### src/design/pcii_fifo.sv
module pcii_fifo #(
  parameter int WIDTH = 8,
  parameter int DEPTH = 2
) (
  input  logic             clk,
  input  logic             rst,
  input  logic             push,
  input  logic [WIDTH-1:0] data_in,
  output logic             full,
  input  logic             pop,
  output logic [WIDTH-1:0] data_out,
  output logic             empty
);

  localparam int PTR_W = (DEPTH > 1) ? $clog2(DEPTH) : 1;
  localparam int CNT_W = $clog2(DEPTH + 1);

  logic [WIDTH-1:0] slots [DEPTH];
  logic [PTR_W-1:0] wr_ptr;
  logic [PTR_W-1:0] rd_ptr;
  logic [CNT_W-1:0] count;
  logic             do_push;
  logic             do_pop;

  assign full     = (count == CNT_W'(DEPTH));
  assign empty    = (count == '0);
  assign do_push  = push && !full;
  assign do_pop   = pop && !empty;
  assign data_out = slots[rd_ptr];

  always_ff @(posedge clk) begin
    if (do_push) begin
      slots[wr_ptr] <= data_in;
    end
  end

  always_ff @(posedge clk) begin
    if (rst) begin
      wr_ptr <= '0;
      rd_ptr <= '0;
      count  <= '0;
    end else begin
      if (do_push) begin
        wr_ptr <= (wr_ptr == PTR_W'(DEPTH - 1)) ? '0 : wr_ptr + 1'b1;
      end
      if (do_pop) begin
        rd_ptr <= (rd_ptr == PTR_W'(DEPTH - 1)) ? '0 : rd_ptr + 1'b1;
      end
      case ({do_push, do_pop})
        2'b10: begin
          count <= count + 1'b1;
        end
        2'b01: begin
          count <= count - 1'b1;
        end
        default: begin
          count <= count;
        end
      endcase
    end
  end

endmodule

### config.mk
export PLATFORM = sky130hd
export DESIGN_NAME = pcii_fifo
export DESIGN_NICKNAME = d
export VERILOG_FILES = /design/src/design/pcii_fifo.sv
export SDC_FILE = /design/constraint.sdc
export NUM_CORES = 1
export LEC_CHECK = 0
export ABC_AREA = 1
export BUFFER_PORTS_ARGS = -buffer_cell sky130_fd_sc_hd__buf_2
export CORE_UTILIZATION = 46
export CTS_BUF_LIST = sky130_fd_sc_hd__clkbuf_8
export CTS_CLUSTER_DIAMETER = 50
export CTS_CLUSTER_SIZE = 10
export DETAILED_ROUTE_END_ITERATION = 12
export PLACE_DENSITY_LB_ADDON = 0.08
export REMOVE_ABC_BUFFERS = 1
export SLEW_MARGIN = 20
export SYNTH_ARGS = -nofsm -noshare
export SYNTH_HDL_FRONTEND = slang
export SYNTH_SLANG_ARGS = --single-unit
### constraint.sdc
create_clock -name clk -period 2.9 [get_ports clk]
set_input_delay 0.58 -clock clk [delete_from_list [all_inputs] [get_ports clk]]
set_output_delay 0.58 -clock clk [all_outputs]
set_load 0.02 [all_outputs]
Word level (Yosys, flattened, before mapping)
Memories as Yosys holds them, arrays and structs flattened. A register that Yosys moved wholly into a read port is not among the register bits.
Cells that the tools add are included.
{"block": "word_totals", "regBits": 4, "ram_bits": 16, "inputBits": 12, "output_inout_bits": 10, "memories": 1}
{"memory": "slots", "depth": 2, "width": 8, "read_ports": 1, "rd_ports_with_merged_regs": 1, "wr": 1, "line": "18", "rtl": "logic [WIDTH-1:0] slots [DEPTH];"}
{"block": "classes", "addsub": 4, "eq_ne": 3, "mux": 7, "reduce_logical": 6}
{"cell": "1-bit 2-to-1 mux", "count": 6}
{"cell": "2-bit == test (second input constant)", "count": 2}
{"cell": "2-bit one-hot mux with 2 select lines", "count": 1}
{"cell": "1-bit adder (second input constant)", "count": 2}
{"cell": "2-bit by 1-bit adder with 2-bit output (second input constant)", "count": 1}
{"cell": "2-bit by 1-bit == test with 1-bit output (second input constant)", "count": 1}
{"cell": "1-bit logical AND", "count": 2}
{"cell": "1-bit logical NOT", "count": 2}
{"cell": "2-bit logical NOT", "count": 1}
{"cell": "2-bit nonzero test", "count": 1}
{"cell": "2-bit by 1-bit subtractor with 2-bit output (second input constant)", "count": 1}

Depth between registers and ports, before layout
{"block": "depth", "word_depth": 5, "mapped_depth": 10, "ltp_nobuf": 10}

Worst setup path before layout
OpenSTA, ideal clock, no wires.
{"block": "synth_path", "path_kind": "input to register", "startpoint": "input push", "endpoint": "memory slots[0][0] (enable)", "setup_ns": 0.370, "t_arrival_ns": 1.160, "t_required_ns": 2.530, "path_slack_ns": 1.369, "stages": 4, "n_path_buf": 0, "cell_sequence": "inv_1 > nor2_4 > inv_2 > nor2_1"}
{"block": "synth_between", "elab_chain_cells": 3}
{"item": "start: declaration", "line": "7", "rtl": "input logic push,"}
{"item": "1-bit logical AND", "line": "27", "rtl": "assign do_push = push && !full;"}
{"item": "1-bit 2-to-1 mux", "line": "32", "rtl": "if (do_push) begin"}
{"item": "1-bit 2-to-1 mux (implied by the code)", "line": "33", "rtl": "slots[wr_ptr] <= data_in;"}
{"item": "end: declaration", "line": "18"}
No other way between the ends.

==> metrics.txt <==
crit-path cells=mux2_2, buf_2; TNS Setup=0 ns; port bufs=21; CP delay by family, top=flip-flops; clk_lat worst skew=0.25 ns; Nets=103; Wirelength per Cell=10.1 µm; Setup CP Type=flip-flop to output port; core box area=1730 µm²; FILL cells=161; GRT Total Usage=12.4%; main area contributors after synthesis=edfxtp_1 (57%), dfxtp_1 (12%), mux2_2 (11%), nor2_1 (4.4%), nor2_4 (4.0%); multi-input combinational cell area=229 µm²; DRT iter0 DRCs=4; GPL Wtd Cong=0.656; final setup margin=1.02 ns; Reg clk slew, reported paths=0.07 ns; FF+latch area=581 µm²; PwrDens=768 nW/µm²; vias in the first global route=442; post-route ant nets=0; Slew @ Worst Pin=0.641 ns; P_leak=0.434 nW; Final Non-Filler Cells=114; Yosys reg bits=21; Rows=15; CTS Sinks=21; Die Y=44.9 µm; Post-Syn Area per Cell=13.1 µm²; Inst Count DP=110; Overflow after GRT=0; Startpoint Class=flip-flop; Place WS=1.13 ns; headroom to the max-slew limit=57.1%; Netlist cell types=15; CP max FO=8; vias=509; Worst Min Path Start=rd_ptr; Top Ports=22; Vias/cell=4.46; post-CTS sizing=0; worst endpoint data arrival time=1.30 ns; drt first pass iters=3; Worst Setup End Kind=output port; slowest CP cell=dfxtp_1; Peak VDD IR=0.443 mV; Post-CTS Setup Inserts=0; die area=2020 µm²; outcome=finished clean; CP peak stage delay=0.53 ns; worst clock skew=0.00512 ns; largest area contributor in the netlist=edfxtp_1; Post-synth EDFFs=16; yosys warns=0; Buf/Inv on CP=1; Area growth, synth to finish=20.8%; largest net degree at the start of global routing=12; first-pass GRT wire length=1740 µm; most common cell in the netlist=edfxtp_1; cts bufs inserted=3; RSZ-0062 raised after global routing=no; Hold Crit Class=flip-flop to flip-flop; post-synth design cell area=848 µm²; Synth Flop Type=edfxtp_1; Die X=44.9 µm; Gate Count Post-Synth=65; final-report max-slew violation count=0; Period Utilization, post-route=65.0%; dpl hpwl=866 µm; diode count=0; crit path time final=1.88 ns; Final Hold Violating Endpoints=0; sequential share of the synthesized area=68.4%; Max clock buf depth=2; TritonCTS clock tree=done; root buf cell=clkbuf_8; Reg-to-Reg Start=count[0]; Req. time, crit path=2.32 ns; H-tree depth=1; initial core utilization=49.1%; Synth async-reset ratio=0%; MaxCap Viol Count=0; Remaining DRCs=0; WL final=1150 µm; post-synth top area share=56.6%; # setup viols final=0; antenna violations before repair=0; Synth top cells by count=edfxtp_1 (16), nor2_1 (10), mux2_2 (8); CTS Hold Bufs=0; layout cells sized above 1=43.8%; fmax=531 MHz
==> final cells by class <==
| type | count | share of cell area [%] |
|---|---|---|
| Multi-Input combinational cell | 34 | 22.3 |
| Clock inverter | 1 | 0.366 |
| Timing Repair Buffer | 21 | 10.3 |
| Clock buffer | 3 | 4.03 |
| Inverter | 9 | 3.30 |
| Sequential cell | 21 | 56.7 |
| Tap cell | 25 | 3.05 |
==> flip-flops by register name, indices dropped and copies added, names as in the netlist, named ones only <==
name and flops:
slots 16, count 2, rd_ptr 1, wr_ptr 1
==> placed cells by master (no fill, tap or decap), drive strengths merged, types with 3 or more instances in the layout <==
cell and n:
buf 21, edfxtp 16, nor2 14, inv 10, mux2 8, nand2 8
dfxtp 5, clkbuf 3
==> per-stage QoR <==
| step | power, W | area (µm²) | utilization [%] | hold WS (ns) |
|---|---|---|---|---|
| after floorplan | 0.000561 | 843 | - | 0.467 |
| after global placement | 0.000616 | 980 | 56.7 | 0.479 |
| after detailed placement | 0.000621 | 980 | 56.7 | 0.488 |
| after CTS | 0.000796 | 1020 | 59.3 | 0.508 |
| after global routing | 0.000833 | 1020 | 59.3 | 0.506 |
| final | 0.000787 | 1020 | 59.3 | 0.503 |
==> where the power goes <==
part	switching, W	leakage [nW]	internal [W]	total (W)
logic	0.000126	0.216	0.0000848	0.000211
registers	0.0000313	0.191	0.000369	0.000400
clock network	0.0000817	0.0269	0.0000938	0.000175
total	0.000239	0.434	0.000547	0.000787
==> tightest hold or removal path: stages (launching register included) <==
cell and delay, ns:
dfxtp_1 0.33, nor2_1 0.06, nor2_1 0.09
==> cell families after synthesis <==
kind of cell	synth area share (%)
AOI/OAI and AO/OA	1.18
and+or+nand+nor	13.7
muxes	10.6
DFF	68.4
adders and majority gates	1.47
buffers and inverters	4.57
==> final timing paths <==
path                                    end  slack [ns]  depth (start not counted)
worst max register to register  slots[0][2]        1.35                          4
worst max-delay path            data_out[7]        1.02                          2
worst min-delay path              flip-flop        0.50                          2
worst min register to register    flip-flop        0.50                          2
==> per-layer routing <==
metal | vias up | part of all wire, % | global-route usage, %
li1 | 266 | - | -
met5 | - | 0 | 0
met2 | 12 | 52 | 22.3
met1 | 229 | 42 | 13.4
met3 | 2 | 4.9 | 3.60
met4 | 0 | 0.87 | 5.45
No activity file was read; power rests on OpenSTA's default activity.
