$ cat src/design/pcii_pkg.sv
package pcii_pkg;

  localparam int VALUE_W   = 16;
  localparam int SUM_W     = 36;
  localparam int IDX_OUT_W = 10;
  localparam int CFG_W     = 11;
  localparam int CFG_IDX_W = 2;
  localparam int MODE_W    = 2;

  // register indexes
  localparam logic [CFG_IDX_W-1:0] REG_CHANNEL_MODE = 2'd0;
  localparam logic [CFG_IDX_W-1:0] REG_IMAGE_WIDTH  = 2'd1;
  localparam logic [CFG_IDX_W-1:0] REG_IMAGE_HEIGHT = 2'd2;

  // channel modes, the unused code falls back to intensity
  localparam logic [MODE_W-1:0] MODE_INTENSITY = 2'd0;
  localparam logic [MODE_W-1:0] MODE_DEPTH     = 2'd1;
  localparam logic [MODE_W-1:0] MODE_CHROMA    = 2'd2;

  localparam logic [CFG_W-1:0]   WIDTH_RESET  = 11'd640;
  localparam logic [CFG_W-1:0]   HEIGHT_RESET = 11'd480;
  localparam logic [VALUE_W-1:0] DEPTH_START  = 16'd1000;

  typedef struct packed {
    logic top_row;
    logic first_col;
    logic frame_end;
  } item_flags_t;

endpackage

$ cat src/design/pcii_front.sv
module pcii_front #(
  parameter int MAX_WIDTH  = 1024,
  parameter int MAX_HEIGHT = 1024
) (
  input  logic                                  clk,
  input  logic                                  rst,
  input  logic                                  cfg_write_en,
  input  logic [pcii_pkg::CFG_IDX_W-1:0]        cfg_index,
  input  logic [pcii_pkg::CFG_W-1:0]            cfg_data,
  input  logic                                  push,
  input  logic [7:0]                            red,
  input  logic [7:0]                            green,
  input  logic [7:0]                            blue,
  input  logic [15:0]                           depth_mm,
  input  logic                                  depth_valid,
  input  logic                                  q_full,
  output logic                                  item_push,
  output logic [pcii_pkg::VALUE_W-1:0]          item_value,
  output logic [$clog2(MAX_WIDTH)-1:0]          item_col,
  output logic [$clog2(MAX_HEIGHT)-1:0]         item_row,
  output pcii_pkg::item_flags_t                 item_flags
);

  localparam int COL_W = $clog2(MAX_WIDTH);
  localparam int ROW_W = $clog2(MAX_HEIGHT);

  logic [pcii_pkg::MODE_W-1:0]  mode;
  logic [COL_W-1:0]             width_last;
  logic [ROW_W-1:0]             height_last;
  logic [pcii_pkg::VALUE_W-1:0] held_depth;
  logic [COL_W-1:0]             col_count;
  logic [ROW_W-1:0]             row_count;

  logic                         accept;
  logic                         row_end;
  logic                         frame_end;
  logic [7:0]                   max_rg;
  logic [7:0]                   min_rg;
  logic [7:0]                   max_rgb;
  logic [7:0]                   min_rgb;
  logic [7:0]                   chroma;
  logic [9:0]                   intensity;
  logic [pcii_pkg::VALUE_W-1:0] depth_now;
  logic [pcii_pkg::VALUE_W-1:0] value;

  // last index of a size register, zero acts as one, oversize acts as max
  function automatic int size_last(input logic [pcii_pkg::CFG_W-1:0] v, input int maxv);
    if (v == '0) begin
      return 0;
    end
    if (int'(v) > maxv) begin
      return maxv - 1;
    end
    return int'(v) - 1;
  endfunction

  assign accept    = push && !q_full;
  assign row_end   = (col_count >= width_last);
  assign frame_end = row_end && (row_count >= height_last);

  assign max_rg    = (red > green) ? red : green;
  assign min_rg    = (red < green) ? red : green;
  assign max_rgb   = (max_rg > blue) ? max_rg : blue;
  assign min_rgb   = (min_rg < blue) ? min_rg : blue;
  assign chroma    = max_rgb - min_rgb;
  assign intensity = {2'b00, red} + {2'b00, green} + {2'b00, blue};
  assign depth_now = depth_valid ? depth_mm : held_depth;

  always_comb begin
    case (mode)
      pcii_pkg::MODE_DEPTH: begin
        value = depth_now;
      end
      pcii_pkg::MODE_CHROMA: begin
        value = pcii_pkg::VALUE_W'(chroma);
      end
      default: begin
        value = pcii_pkg::VALUE_W'(intensity);
      end
    endcase
  end

  assign item_push            = accept;
  assign item_value           = value;
  assign item_col             = col_count;
  assign item_row             = row_count;
  assign item_flags.top_row   = (row_count == '0);
  assign item_flags.first_col = (col_count == '0);
  assign item_flags.frame_end = frame_end;

  always_ff @(posedge clk) begin
    if (rst) begin
      mode        <= pcii_pkg::MODE_INTENSITY;
      width_last  <= COL_W'(size_last(pcii_pkg::WIDTH_RESET, MAX_WIDTH));
      height_last <= ROW_W'(size_last(pcii_pkg::HEIGHT_RESET, MAX_HEIGHT));
      held_depth  <= pcii_pkg::DEPTH_START;
      col_count   <= '0;
      row_count   <= '0;
    end else begin
      if (cfg_write_en) begin
        case (cfg_index)
          pcii_pkg::REG_CHANNEL_MODE: begin
            mode <= cfg_data[pcii_pkg::MODE_W-1:0];
          end
          pcii_pkg::REG_IMAGE_WIDTH: begin
            width_last <= COL_W'(size_last(cfg_data, MAX_WIDTH));
          end
          pcii_pkg::REG_IMAGE_HEIGHT: begin
            height_last <= ROW_W'(size_last(cfg_data, MAX_HEIGHT));
          end
          default: begin
          end
        endcase
      end
      if (accept) begin
        // depth is tracked in every mode
        held_depth <= frame_end ? pcii_pkg::DEPTH_START : depth_now;
        if (row_end) begin
          col_count <= '0;
          row_count <= frame_end ? '0 : row_count + 1'b1;
        end else begin
          col_count <= col_count + 1'b1;
        end
      end
    end
  end

endmodule

$ cat config.mk
export PLATFORM = sky130hd
export DESIGN_NAME = pcii_front
export DESIGN_NICKNAME = d
export VERILOG_FILES = /design/src/design/pcii_pkg.sv /design/src/design/pcii_front.sv
export SDC_FILE = /design/constraint.sdc
export NUM_CORES = 1
export LEC_CHECK = 0
export ABC_CLOCK_PERIOD_IN_PS = 6100
export BUFFER_PORTS_ARGS = -buffer_cell sky130_fd_sc_hd__buf_2
export CORE_MARGIN = 10
export CORE_UTILIZATION = 45
export CTS_BUF_LIST = sky130_fd_sc_hd__clkbuf_4
export DETAILED_ROUTE_END_ITERATION = 6
export GPL_ROUTABILITY_DRIVEN = 0
export GPL_TIMING_DRIVEN = 0
export HOLD_SLACK_MARGIN = 0.08
export PLACE_DENSITY = 0.77
export SYNTH_ARGS = -nofsm -noshare
export SYNTH_HDL_FRONTEND = slang
export SYNTH_SLANG_ARGS = --single-unit
export TNS_END_PERCENT = 5
$ cat constraint.sdc
create_clock -name clk -period 6.1 [get_ports clk]
set_input_delay 0.305 -clock clk [delete_from_list [all_inputs] [get_ports clk]]
set_output_delay 0.305 -clock clk [all_outputs]
set_load 0.03 [all_outputs]
; After elaboration in Yosys (flattened, before gate mapping)
; Cells that the tools add are included.
[word_totals]
reg_bits = 58
latch_bits = 0
ramBits = 0
rom_bits = 0
inputBits = 59
elab_cells = 64
n_memories = 0
[op_classes]
addsub = 6
multipliers = 0
div_mod_pow = 0
magnitude_cmp = 7
n_eq_ne = 4
n_shift = 0
mux = 30
bitwise_logic = 0
n_reduce_logical = 11
[op_table]
columns = cell, count
row1 = $mux W10, 7
row2 = $mux W16, 2
row3 = $mux W8, 4
row4 = $pmux W16 S2, 1
row5 = $add A10 B1 Y10 const B, 2
row6 = $ge A10 B10 Y1, 2
row7 = $logic_not A10 Y1, 2
row8 = $gt A8 B8 Y1, 2
row9 = $lt A8 B8 Y1, 2
row10 = $mux W1, 16
row11 = $gt A11 B11 Y1 const B, 1
row12 = $logic_not A11 Y1, 1
row13 = $add A9 B8 Y10, 1
row14 = $sub A10 B1 Y10 const B, 1
row15 = $add A8 B8 Y9, 1
row16 = $reduce_and A2 Y1, 4
row17 = $sub A8 B8 Y8, 1
row18 = $eq A2 B1 Y1 const B, 2
row19 = $eq A2 B2 Y1 const B, 2
row20 = $logic_and A1 B1 Y1, 2
row21 = $logic_not A2 Y1, 1
row22 = $logic_not A1 Y1, 1

; Depth between registers and ports, before layout
[logic_depth]
word_depth = 11
ltp_mapped = 26
mapped_depth_nobuf = 24

; Worst setup path after synthesis
; No wires, ideal clock.
[synth_timing]
path_type = input to output
startpoint = input port green[3]
endpoint = output port item_value[7] in the netlist's numbering
arrival_ns = 5.386
required_ns = 5.795
path_slack_ns = 0.409
cell_stages = 23
n_path_buf = 0
path_cell_list = inv_1 > ha_1 > and4b_1 > a211o_1 > a21oi_1 > mux2_2 > ha_1 > a21o_1 > a21oi_1 > nand2_1 > a2bb2oi_1 > a31oi_4 > nand2_1 > o21ai_0 > inv_1 > ha_1 > nor2b_1 > o21ai_0 > a21oi_1 > o41ai_1 > xnor2_1 > and3b_1 > nor3_1
[synth_via]
elab_chain_len = 6
[synth_lines]
columns = item, line
row1 = start: declaration, pcii_front.sv:12  ; input logic [7:0] green,
row2 = $gt A8 B8 Y1 or $lt A8 B8 Y1 (tied branches), "pcii_front.sv:61, pcii_front.sv:62"
row3 = $mux W8 (on tied branches), "pcii_front.sv:61, pcii_front.sv:62"
row4 = $gt A8 B8 Y1 or $lt A8 B8 Y1 (tied branches), "pcii_front.sv:63, pcii_front.sv:64"
row5 = $mux W8 (on tied branches), "pcii_front.sv:63, pcii_front.sv:64"
row6 = $sub A8 B8 Y8, pcii_front.sv:65  ; assign chroma = max_rgb - min_rgb;
row7 = $pmux W16 S2 (*), pcii_front.sv:70  ; case (mode)
row8 = end: declaration, pcii_front.sv:18  ; output logic [pcii_pkg::VALUE_W-1:0] item_value,
; Mark *: on every way between the ends. The rest lies on a longest branch, timed or not.

; Worst setup path after layout
; Ends and elaborated chain as after synthesis.

==> impl_metrics.py <==
metrics = {
    "floorplan": {
        "dieArea_mm2": 0.0159,
        "core.rowCount": 38,
        "die_w_um": 126,
        "start_util": 0.463,
        "core_mm2": 0.0109,
        "die_h_um": 126,
        "ios": 99,
    },
    "logic_synthesis": {
        "ys.flop_type": "dfxtp_1",
        "async_flop_share": 0,
        "synth_edf_count": 0,
        "syn_avg_cell_area_um2": 8.04,
        "syn_inst": 630,
        "yosysTopAreaCell": "dfxtp_1",
        "yosysTopAreaCellShare": 0.229,
        "ys_warn_count": 0,
        "netlist_area_mm2": 0.00507,
        "synth_seq_cells": 58,
        "netlist-cell-type-count": 61,
        "synth.area.top_cells": "dfxtp_1, ha_1, nand2_1",
        "synth_nets": 764,
        "seq_area_frac_synth": 0.229,
    },
    "timing": {
        "maxSlewHeadroom": 0.529,
        "post-route-period-util": 0.935,
        "drv_slew": 0,
        "finalSetupViolations": 0,
        "timing.hold.ws_ns": 0.134,
        "fmax_mhz": 175,
        "worst_slew_pin_slew_ns": 0.707,
        "worst_slack_ns": 0.394,
        "rsz0062_at_grt": "true",
        "hold_violations": 0,
        "period_needed_ns": 5.71,
        "fin_skew_ns": 0.0248,
    },
    "cts": {
        "clk_path_buf_depth": 2,
        "cts_sinks": 58,
        "cts_tree": "built",
        "clkTransAtPathRegs_ns": 0.11,
        "cts_root_buf": "clkbuf_4",
        "cts_made_buffers": 9,
        "htree_num_levels": 3,
        "clk_latency_ns": 0.40,
        "cts_hold_buf": 0,
    },
    "worst_setup_path": {
        "r2r_slack_ns": 3.41,
        "r2r-start": "item_col[0]",
        "cp.arrival_ns": 5.40,
        "crit_required_ns": 5.79,
        "crit_top_cell": "ha_1",
        "critPathMaxFanout": 6,
        "startpoint_type": "primary input",
        "r2r_end": "held_depth[13]",
        "crit_type": "in2out",
        "end_kind": "output pin",
        "ff2ff_path_depth": 11,
        "cpPeakStageDelay_ns": 0.39,
        "cp_slowest_cell": "mux2_2",
    },
    "grt": {
        "grt_max_degree": 11,
        "track_usage": 0.161,
        "grt_overflow": 0,
        "grt_first_pass_wirelength_um": 21900,
        "grt_pass1_vias": 4728,
        "antenna_found_initial": 0,
    },
    "placed_design": {
        "dp_hpwl_um": 10900,
        "io_buffers": 95,
        "dp_slack_ns": -0.192,
    },
    "power": {
        "p_per_area_mw_per_mm2": 196,
        "p_leak_nw": 3.02,
        "ir_drop_mv": 0.187,
    },
    "finish": {
        "area_growth_pct": 15.9,
        "final_cell_mix": "buf_2, nand2_1, ha_1, nor2_1, inv_1",
        "nFillCells": 1102,
        "layout-drive-gt1-share": 0.193,
        "final_util": 0.537,
        "final_common_cell": "buf_2",
        "diodes": 0,
        "final_nets": 872,
    },
    "detailed_routing": {
        "wl_met3_um": 652,
        "first_iter_violations": 193,
        "post_drt_wl_per_cell_um": 14.8,
        "wl_met2_um": 6500,
        "dr.pass1.iters": 4,
        "via_per_inst": 5.33,
        "routed_wl_um": 13100,
        "drt-met1-wl_um": 5810,
        "post-route-drc-count": 0,
        "ant_nets": 0,
        "top_layer": "met4",
        "vias": 4693,
    },
    "worst_hold_path": {
        "hold_depth": 3,
        "min_to": "held_depth[9]",
        "hold_path_class": "in2reg",
        "worstHoldStart": "depth_mm[9]",
    },
    "run_status": {
        "outcome": "complete, no violations",
    },
    "run": {
        "cap_viol_max_count": 0,
    },
}
layer usage:
layer  track usage  up-vias
li1              -     2422
met1         0.189     2158
met2         0.289      101
met3        0.0348       12
met4        0.0375        0
met5             0        -
power by group:
group | leakage (nW) | internal (mW) | switching (mW)
clock network | 0.0555 | 0.0813 | 0.138
registers | 0.472 | 0.391 | 0.00672
logic | 2.49 | 0.221 | 0.313
total | 3.02 | 0.693 | 0.458
area by class of cell:
class,instances,area [um^2],area share
multi-input cells,490,3620,0.617
flip-flops and latches,58,1160,0.198
repair buffers,98,500,0.0853
inverters,60,225,0.0384
well taps,140,175,0.0298
plain buffers,21,90.1,0.0153
clock buffers,10,75.1,0.0128
clock inverters,4,21.3,0.00362
logic make-up (layout without fill, tap and decap cells):
group	Yosys count	in the layout	share of synthesized area
DFF	58	58	0.229
muxes	32	32	0.0657
xor gates and xnor gates	33	33	0.0571
adders and majority gates	76	76	0.202
buffers and inverters	82	193	0.0620
and+or+nand+nor	209	209	0.203
AOI/OAI and AO/OA	140	140	0.181
cells in the mapped netlist, types with 5 or more instances:
| master | number |
|---|---|
| nand2_1 | 66 |
| ha_1 | 65 |
| nor2_1 | 64 |
| inv_1 | 59 |
| dfxtp_1 | 58 |
| a21oi_1 | 44 |
| o21ai_0 | 30 |
| mux2i_1 | 22 |
| xor2_1 | 21 |
| a211o_1 | 18 |
| clkbuf_1 | 17 |
| a21o_1 | 15 |
| nand3_1 | 12 |
| xnor2_1 | 12 |
| nand3b_1 | 11 |
| fa_1 | 10 |
| mux2_2 | 10 |
| nand2b_1 | 8 |
| nor4_1 | 8 |
| nand4_1 | 7 |
| nor3_1 | 7 |
| and3_1 | 5 |
stage by stage:
stage,cells,setup TNS [ns],power (mW),instance area (um^2)
after floorplan,630,0,0.781,5070
after global placement,865,-0.190,0.916,5720
after detailed placement,865,-0.192,0.922,5720
after CTS,879,0,1.14,5820
after global routing,881,-0.0170,1.24,5870
final,881,0,1.15,5870
worst max-delay path, delay by kind of cell:
family	cells	cell delay [ns]
AOI/OAI and AO/OA	10	2.30
muxes	1	0.39
xor gates and xnor gates	1	0.13
buffers and inverters	4	0.54
and+or+nand+nor	6	0.86
adders and majority gates	3	0.86
worst max path at each step:
stage | depth (start not counted) | to | slack, ns | start
2_1_floorplan | 23 | item_value[7] | 0.41 | green[3]
3_3_place_gp | 25 | item_value[7] | -0.19 | green[3]
3_5_place_dp | 25 | item_value[7] | -0.19 | green[3]
4_1_cts | 27 | item_value[7] | 0.1 | green[3]
5_1_grt | 25 | item_value[7] | -0.02 | green[3]
6_report | 25 | item_value[7] | 0.39 | green[3]
what timing repair did:
| item | in CTS | in global routing |
|---|---|---|
| pin swaps | 0 | 1 |
| setup buffers | 0 | 3 |
| gates resized for setup | 2 | 16 |
| setup endpoints to repair | 2 | 3 |
flip-flops by register name, summed over array words and instances, names as in the netlist:
register,cells
held_depth,16
height_last,10
item_col,10
item_row,10
width_last,10
mode,2
Note: power is estimated with default switching activity, not from simulation.
